<file path="config.mk">
export PLATFORM = sky130hd
export DESIGN_NAME = swcd_history
export DESIGN_NICKNAME = d
export VERILOG_FILES = /design/src/rtl/core/swcd_pkg.sv /design/src/rtl/core/swcd_history.sv
export SDC_FILE = /design/constraint.sdc
export NUM_CORES = 1
export LEC_CHECK = 0
export BUFFER_PORTS_ARGS = -buffer_cell sky130_fd_sc_hd__buf_2
export CAP_MARGIN = 25
export CORE_UTILIZATION = 61
export CTS_CLUSTER_SIZE = 25
export DETAILED_ROUTE_END_ITERATION = 16
export GPL_ROUTABILITY_DRIVEN = 0
export GPL_TIMING_DRIVEN = 1
export PLACE_DENSITY = 0.79
export SLEW_MARGIN = 20
export SYNTH_ARGS = -nofsm -noshare
export SYNTH_HDL_FRONTEND = slang
export SYNTH_SLANG_ARGS = --single-unit
</file>
<file path="constraint.sdc">
create_clock -name i_clk -period 10.4 [get_ports i_clk]
set_input_delay 0 -clock i_clk [delete_from_list [all_inputs] [get_ports i_clk]]
set_output_delay 0 -clock i_clk [all_outputs]
set_load 0.03 [all_outputs]
</file>
<file path="src/rtl/core/swcd_pkg.sv">
// Package for the stop-and-wait command dispatcher.
// Types, constants and command codes; no dependencies.
package swcd_pkg;

    localparam int QueueDepthDefault   = 256;
    localparam int HistoryDepthDefault = 16;
    localparam logic [15:0] AckTimeoutReset = 16'd100;

    typedef enum logic [1:0] {
        CMD_SEND = 2'd0,
        CMD_RESP = 2'd1,
        CMD_TICK = 2'd2,
        CMD_NONE = 2'd3
    } t_cmd;

    typedef enum logic [2:0] {
        ST_IDLE,
        ST_SEND_RD,
        ST_SEARCH,
        ST_FLUSH_RD,
        ST_FLUSH_GO,
        ST_DONE
    } t_state;

    function automatic logic [63:0] byte_mask(input logic [3:0] len);
        logic [63:0] m;
        m = '0;
        for (int b = 0; b < 8; b++) begin
            if (len > 4'(b)) begin
                m[b*8 +: 8] = 8'hFF;
            end
        end
        return m;
    endfunction

endpackage

</file>
<file path="src/rtl/core/swcd_history.sv">
// History ring of sent commands in one synchronous memory.
// Depends on swcd_pkg.
module swcd_history import swcd_pkg::*; #(
    parameter int HISTORY_DEPTH = HistoryDepthDefault,
    localparam int HW = (HISTORY_DEPTH > 1) ? $clog2(HISTORY_DEPTH) : 1
) (
    input  logic          i_clk,
    input  logic          i_we,
    input  logic [HW-1:0] i_waddr,
    input  logic [108:0]  i_wdata,
    input  logic [HW-1:0] i_raddr,
    output logic [108:0]  o_rdata
);
    // entry: {acked, sent_time[31:0], length[3:0], command[7:0], payload[63:0]}
    logic [108:0] r_mem [HISTORY_DEPTH];

    always_ff @(posedge i_clk) begin
        if (i_we) begin
            r_mem[i_waddr] <= i_wdata;
        end
        o_rdata <= r_mem[i_raddr];
    end
endmodule

</file>
Word-level counts from Yosys, hierarchy flattened
Memories as Yosys holds them, arrays and structs flattened. A register that Yosys moved wholly into a read port is not among the register bits.
Cells that the tools add are included.
Widths: inputs -> output; s select.
- register bits after elaboration: 0
- bits in writable memories: 1744
- bits of input ports: 119
- output and inout port bits: 109
- word-level logic and storage cells: 3
- memories kept: 1
- mux-type cells: 2
- memory list (name ; depth ; width ; rd ports ; clocked after Yosys merged registers in ; wr ports ; line ; source):
    r_mem ; 16 ; 109 ; 1 ; 1 ; 1 ; swcd_history.sv:15 ; logic [108:0] r_mem [HISTORY_DEPTH];
- operator list (operator ; count):
    $mux 1 ; 2

Depth between registers and ports, before layout
Gate-level depths: netlist of run 1.
- depth in word-level cells: 2
- gate-level depth with buffers: 7
- mapped depth without buffers: 3

Worst setup path before layout of run 1
OpenSTA, ideal clock, no wires.
- path kind: input-to-reg
- from: in i_waddr[2]
- to: mem r_mem[0][0] (enable)
- library setup time: 712 ps
- arrival time: 7880 ps
- data required time: 9688 ps
- path slack: 1808 ps
- stages: 2
- path buffers: 0
- path through: or3b_2 -> nor3_1
- RTL lines (element ; line ; source):
    from (decl) ; swcd_history.sv:9 ; input logic [HW-1:0] i_waddr,
    to (decl) ; swcd_history.sv:15 ;
No word-level cell before the write port.

==> results summary, run 1 <==
Dividing the detail-routed wire length by the instance count gives 31.27 µm. Among all cell types in the netlist, the one instantiated most often is sky130_fd_sc_hd__edfxtp_1. The core footprint came out at 109300 µm². The data required time at the worst endpoint is 11.06 ns. The worst setup path is launched from an input pin. The type of the worst setup path is in2reg. The leakage power is 24.93 nW. The number of vias per cell is 6.511.

The multi-input combinational cells in the finished layout cover a total of 12330 µm². The cell count of the worst hold path came out at 3. The ratio of cells with drive above 1 in the final layout is 30.68%. The largest vdd supply drop came out at 0.1798 mV.

The initial antenna violation count is 12. By area the synthesized netlist is led by sky130_fd_sc_hd__edfxtp_1, sky130_fd_sc_hd__mux4_2, sky130_fd_sc_hd__dfxtp_1. The maximum fanout encountered on the critical timing path is 153. The post-synthesis sequential area ratio came out at 80.88%. The actual slew at the worst max-slew pin came out at 1.080 ns. The die is 334.5 µm wide. The total number of H-tree levels is 4. Measured in cells, the most critical reg-to-reg path has a length of 4. The tree is rooted in a sky130_fd_sc_hd__clkbuf_16.

The combined flip-flop and latch cell area came out at 54550 µm². The clock insertion delay at the later pin of the skew report is 0.78 ns. The clock passes through at most 3 buffers. Before antenna repair, the detailed router went through 5 iterations. The maximum number of pins on one net before global-route repair is 154. The total global-route track usage is 27.52%.

The flow ran to the end, and the final reports show no timing, DRC or antenna violations. The worst setup slack for register-to-register paths is 8.67 ns. The number of pins exceeding their max-slew limit in the final report was 0. Setup repair after global routing left no endpoint under its margin.

For this run, the number of Yosys warnings is 0. The number of enable-type register cells in the synthesized netlist came out at 1744. The number of standard-cell rows in the floorplan came out at 121. 228 I/O pins were placed. The die outline height came out at 334.5 µm. The total setup buffers inserted after CTS came out at 0. The endpoint identified for the worst register-to-register timing path is o_rdata[29]. The worst setup path is captured at a flip-flop.

The overall via count from detail_route is 31508. Data arrives at the worst endpoint at 4.20 ns. The power density relative to cell area came out at 201.0 nW/µm². In the synthesized netlist the dominant register cell turns out to be sky130_fd_sc_hd__edfxtp_1. The count of endpoints failing hold in the final timing report is 0. The average size of a mapped cell is 24.20 µm².

The number of input and output port buffers inserted is 227. The async set-reset flop share out of synthesis came out at 0%. The first global-routing pass estimated 218800 µm of wire. The via count of the first global-routing pass is 33024. The highest clock rate is 0.2823 GHz.

The worst min-delay path class is in2reg. The overall die area came out at 111900 µm². The number of buffers inserted during clock tree synthesis is 174.

The detail route stage leaves a number of antenna-violating nets equal to 0. The overall routed net length is 151300 µm. The final setup TNS came out at 0 ns. TritonCTS built the clock tree. The commonest cells after synthesis are sky130_fd_sc_hd__edfxtp_1, sky130_fd_sc_hd__mux4_2, sky130_fd_sc_hd__a22oi_1. The shortest clock period the worst path allows after layout is 3.542 ns. The area fraction of the dominant cell type after synthesis is 77.64%.

In this run the critical register-to-register path is launched from r_mem[3][29]. The distinct cell type count after synthesis is 19. The summed instance area of the synthesized netlist came out at 67450 µm². The DRC violation count after routing is 0. The initial utilization of the core area, before any placement, comes to 61.71%.

The placed wire-length estimate came out at 69020 µm. The area overhead of the layout relative to synthesis is 14.65%. After global routing the overflow that remains totals 0. The share of the cycle needed by the critical path after routing is 34.06%.

Counting flops and latches in the post-synthesis netlist gives 1853. Max-cap violations in this run came to 0. The library cell with the largest summed area after synthesis is sky130_fd_sc_hd__edfxtp_1. The clock transition time at the flip-flop clock pins of the worst setup and hold paths came out at 0.07 ns. The total setup violations reported at the end of the flow came out at 0.

On the final layout, the worst clock skew is 0.02943 ns. The net count of the mapped netlist came out at 2906. The first routing iteration left 3849 violations.

The filler cells instantiated in the layout total 6203. The post-layout net count is 3330. The headroom to the max-slew limit is 27.99%. After technology mapping, the gate count stands at 2787.

The end point of the most critical hold path is r_mem[15][106]. The total clock sinks came out at 1853. The worst hold path begins at i_waddr[2]. The final core utilization is 70.75%.
==> metal layers <==
| layer | GRT usage (%) | routed length [µm] | vias to the layer above |
|---|---|---|---|
| met5 | 0 | 119 | - |
| met4 | 10.34 | 4928 | 18 |
| met3 | 5.488 | 12790 | 305 |
| met2 | 46.98 | 78980 | 1749 |
| met1 | 35.33 | 54490 | 16632 |
| li1 | - | - | 12804 |
==> power breakdown <==
part           internal [mW]  switching (mW)
Sequential              8.35          0.0712
Combinational          0.320           0.520
Clock                   3.61            2.67
==> worst max-delay path: stages <==
cell	delay [ns]
sky130_fd_sc_hd__dlygate4sd3_1	0.56
sky130_fd_sc_hd__buf_8	0.56
sky130_fd_sc_hd__buf_12	0.66
sky130_fd_sc_hd__buf_4	0.84
sky130_fd_sc_hd__mux4_2	0.41
sky130_fd_sc_hd__a22oi_1	0.18
sky130_fd_sc_hd__dlygate4sd3_1	0.57
sky130_fd_sc_hd__nand2_1	0.05
==> registers in the layout, indices dropped and copies added (netlist names) <==
signal	count
r_mem	1744
o_rdata	109
==> area by class of cell <==
class,count,share of cell area [%]
diodes,2,0.006472
clock inverters,84,1.047
well taps,1476,2.388
flip-flops and latches,1853,70.54
multi-input cells,790,15.95
repair buffers,392,3.713
clock buffers,242,6.357
==> logic make-up (layout without fill, tap and decap cells) <==
kind of cell,Yosys count,after routing,share of synthesized area (%)
DFF,1853,1853,80.88
buffers and inverters,144,718,1.041
other,0,2,0
AOI/OAI and AO/OA,218,218,2.723
and+or+nand+nor,136,136,0.8032
muxes,436,436,14.56
==> cells in the final DEF (no fill, tap or decap) <==
cell type / synthesis / final
sky130_fd_sc_hd__edfxtp_1: 1744 / 1744
sky130_fd_sc_hd__mux4_2: 436 / 436
sky130_fd_sc_hd__buf_2: 51 / 225
sky130_fd_sc_hd__clkbuf_16: 0 / 179
sky130_fd_sc_hd__a22oi_1: 178 / 178
sky130_fd_sc_hd__dlygate4sd3_1: 0 / 116
sky130_fd_sc_hd__nand2_1: 110 / 110
sky130_fd_sc_hd__dfxtp_1: 109 / 109
sky130_fd_sc_hd__clkbuf_1: 52 / 43
sky130_fd_sc_hd__a22oi_2: 40 / 40
sky130_fd_sc_hd__buf_4: 8 / 34
sky130_fd_sc_hd__clkinv_2: 0 / 32
sky130_fd_sc_hd__clkinv_1: 0 / 25
sky130_fd_sc_hd__clkbuf_8: 0 / 20
sky130_fd_sc_hd__nor2_4: 0 / 13
sky130_fd_sc_hd__buf_12: 0 / 13
sky130_fd_sc_hd__bufinv_16: 0 / 12
sky130_fd_sc_hd__clkinv_8: 0 / 6
sky130_fd_sc_hd__nor3_2: 0 / 4
sky130_fd_sc_hd__inv_6: 0 / 3
sky130_fd_sc_hd__clkinvlp_4: 0 / 3
sky130_fd_sc_hd__diode_2: 0 / 2
sky130_fd_sc_hd__nor2b_4: 0 / 2
sky130_fd_sc_hd__nand3b_1: 2 / 2
sky130_fd_sc_hd__nand2b_1: 2 / 2
sky130_fd_sc_hd__inv_16: 0 / 2
sky130_fd_sc_hd__buf_8: 0 / 2
sky130_fd_sc_hd__and2_4: 0 / 1
sky130_fd_sc_hd__nand3_1: 1 / 1
sky130_fd_sc_hd__or3b_2: 1 / 1
sky130_fd_sc_hd__clkinv_4: 0 / 1
sky130_fd_sc_hd__buf_16: 0 / 1
sky130_fd_sc_hd__buf_6: 9 / 1
==> worst max path at each step <==
stage	slack (ns)	from	end
floorplan	1.81	i_waddr[2]	r_mem[0][0]
global placement	6.91	i_raddr[0]	o_rdata[10]
detailed placement	6.80	i_raddr[0]	o_rdata[5]
CTS	6.96	i_waddr[3]	r_mem[2][105]
global route	6.75	i_raddr[1]	o_rdata[29]
finish	6.86	i_raddr[1]	o_rdata[29]
==> metrics by stage <==
step	worst slack [ns]	cell area, µm²	power (mW)	std cells	hold WS [ns]
floorplan	1.808	67450	9.061	2787	0.09887
global placement	6.907	70390	9.329	4393	0.3378
detailed placement	6.802	70410	9.371	4394	0.3728
CTS	6.959	77300	15.63	4836	0.002310
global route	6.753	77330	15.96	4839	0.03435
finish	6.858	77330	15.54	4839	0.03505
==> timing repair <==
action,in CTS,in global routing
endpoints found under the hold margin,1805,0
hold buffers,116,0
resized for setup,0,0
(Power assumes the default switching activity.)
==> inputs of run 2 (changes only) <==
==> constraint.sdc (replaced) <==
create_clock -name i_clk -period 3.64 [get_ports i_clk]
set_input_delay 0 -clock i_clk [delete_from_list [all_inputs] [get_ports i_clk]]
set_output_delay 0 -clock i_clk [all_outputs]
set_load 0.03 [all_outputs]
==> results summary, run 2 (synthesis gave the netlist of run 1 again) <==
The run finished with clean final reports. The worst setup path is of the in2reg kind. The min-delay analysis places its worst path in the category in2reg.

The clock transition time at the flip-flop clock pins of the worst setup and hold paths came out at 0.06 ns. The routed length per placed instance came out at 31.77 µm. The data required time at the worst endpoint came out at 4.07 ns. The endpoint identified for the worst register-to-register timing path is o_rdata[29].

TritonCTS built the clock tree. The effective utilization at floorplan is 61.71%. The number of buffers inserted during clock tree synthesis came out at 174. The initial antenna violation count came out at 7. For this design the static power due to leakage is 25.09 nW. The number of gates resized after CTS is 0. The global-route wire length before repair is 224200 µm. The final core utilization is 71.18%. In this run the worst setup path terminates at r_mem[2][41].

Tracing the worst setup path back leads to its startpoint at i_waddr[3]. The remaining global-route overflow is 0. The number of pins exceeding their max-slew limit in the final report is 0. The number of standard-cell rows in the floorplan is 121. The count of endpoints failing hold in the final timing report is 0. The horizontal extent of the die is 334.5 µm. The largest registers in the layout are r_mem (1744), o_rdata (109). The max-cap violation count is 0. The die outline height is 334.5 µm.

The total area inside the core boundary comes to 109300 µm². The headroom to the max-slew limit came out at 32.79%. After the first detailed-routing iteration, the DRC count stood at 3927. The total of fill cells in the finished design is 6158. The largest vdd supply drop came out at 0.4644 mV.

In the final design database the tool counted 3358 nets. The clock insertion delay at the later pin of the skew report came out at 0.78 ns. The worst setup path is captured at a flip-flop. The placed wire-length estimate came out at 70890 µm. Relative to the synthesized area, the layout overhead comes to 15.36%. The via count of the first global-routing pass was 33800. The pre-CTS setup slack is 1.494 ns. The maximum root-to-sink buffer count came out at 3. Setup violations remaining at the end of the flow were counted as 0. The total clock sinks is 1853. The DRC violation count after routing came out at 0. The total setup buffers inserted after CTS came out at 0.

The shortest clock period the worst path allows after layout came out at 2.490 ns. The share of the cycle needed by the critical path after routing came out at 68.41%. The number of input and output port buffers inserted is 227. For this block, the routed nets add up to 154700 µm of wire.

The tree is rooted in a sky130_fd_sc_hd__clkbuf_16. The count of nets left with antenna violations once routing finished came out at 0. The startpoint identified for the worst register-to-register timing path is r_mem[3][29]. In the layout the commonest cells are sky130_fd_sc_hd__edfxtp_1, sky130_fd_sc_hd__mux4_2, sky130_fd_sc_hd__buf_2. Data on the critical path arrives at its endpoint at 2.92 ns.

The largest register by flop count is r_mem. In the routed layout, each cell is associated on average with a via count of 6.625. The depth of the most critical reg-to-reg path came out at 4. The register with the most flip-flops in the layout has 1744 of them. The ratio of cells with drive above 1 in the final layout came out at 30.74%. The overall power consumption came out at 44.27 mW.

In this run, placement finished with an instance count of 4420. The final critical-path setup slack came out at 1.150 ns. For this run, the detailed router's first-pass iteration total came to 5. The actual slew at the worst max-slew pin came out at 1.008 ns. Power spread over the standard cell area amounts to 569.0 nW/µm². The number of I/O pins came out at 228. On the final layout, the worst clock skew is 0.03524 ns. The highest clock rate came out at 0.4016 GHz. Setup repair after global routing left no endpoint under its margin. The clock tree synthesis step divided the H-tree into 4 levels. The die covers 111900 µm². The non-filler instance count after layout is 4871. The overall via count from detail_route is 32268. The leading cell type in the layout, fill and taps excluded is sky130_fd_sc_hd__edfxtp_1.

The worst setup slack for register-to-register paths is 1.86 ns. The maximum fanout encountered on the critical timing path came out at 17. The worst setup path is launched from an input pin. The maximum number of pins on one net before global-route repair came out at 110. The total global-route track usage is 28.06%.
-- run 2: changes by cell type in the layout (fill, tap and decap cells not counted), moves of 2 or more --
cell                            change
sky130_fd_sc_hd__buf_12            +29
sky130_fd_sc_hd__clkbuf_1          +14
sky130_fd_sc_hd__clkinv_2           -6
sky130_fd_sc_hd__clkbuf_16          -5
sky130_fd_sc_hd__clkbuf_8           -4
sky130_fd_sc_hd__nor3_2             -4
sky130_fd_sc_hd__nor3_4             +4
sky130_fd_sc_hd__clkinv_1           +3
sky130_fd_sc_hd__dlygate4sd3_1      +3
sky130_fd_sc_hd__buf_4              -2
sky130_fd_sc_hd__bufinv_16          -2
sky130_fd_sc_hd__clkinv_16          +2
sky130_fd_sc_hd__inv_16             +2
-- run 2: stage by stage --
stage / hold slack, ns / TNS, ns / instance area, µm²
2_1_floorplan: 0.09887 / -2031.75 / 67490
3_3_place_gp: 0.3481 / 0 / 70990
3_5_place_dp: 0.3764 / 0 / 70990
4_1_cts: 0.05061 / 0 / 77800
5_1_grt: 0.08601 / 0 / 77800
6_report: 0.08209 / 0 / 77810
-- run 2: metal layers --
layer,up-vias,GRT usage (%),routed length [µm],share of wire [%]
met5,-,0,95,0.061
met4,14,8.569,3805,2.5
met3,275,4.881,13960,9.0
met2,2033,47.23,79960,52
met1,17077,38.10,56920,37
li1,12869,-,-,-
-- run 2: where the power goes --
| group | internal, mW | switching (mW) | leakage, nW |
|---|---|---|---|
| Clock | 9.97 | 7.78 | 2.74 |
| Sequential | 23.9 | 0.213 | 16.7 |
| Combinational | 0.946 | 1.51 | 5.68 |
-- run 2: repair_timing --
action / 4_1_cts / 5_1_grt
endpoints found under the hold margin: 1775 / 0
setup endpoints to repair: 0 / 0
hold buffers: 119 / 0
-- run 2: critical path, stage by stage --
cell,delay [ns]
sky130_fd_sc_hd__dlygate4sd3_1,0.52
sky130_fd_sc_hd__buf_2,0.14
sky130_fd_sc_hd__or3b_2,0.56
sky130_fd_sc_hd__dlygate4sd3_1,0.66
sky130_fd_sc_hd__nor2_4,0.54
sky130_fd_sc_hd__buf_4,0.45
-- run 2: how the worst min path moves through the flow --
| stage | start | slack (ns) | depth (start not counted) | end |
|---|---|---|---|---|
| floorplan | i_wdata[0] | 0.1 | 0 | r_mem[0][0] |
| global placement | i_wdata[22] | 0.35 | 1 | r_mem[6][22] |
| detailed placement | i_wdata[7] | 0.38 | 1 | r_mem[2][7] |
| CTS | i_we | 0.05 | 3 | r_mem[11][26] |
| global route | i_we | 0.09 | 3 | r_mem[11][26] |
| finish | i_we | 0.08 | 3 | r_mem[10][32] |
-- run 2: cell type report --
cell class / count / area (µm²) / area share, %
timing repair buffer: 420 / 3428 / 4.406
clock inverter: 83 / 830.8 / 1.068
antenna: 2 / 5.005 / 0.006432
sequential: 1853 / 54550 / 70.11
tap: 1476 / 1847 / 2.373
clock buffer: 247 / 4788 / 6.154
multi-input combinational: 790 / 12360 / 15.88
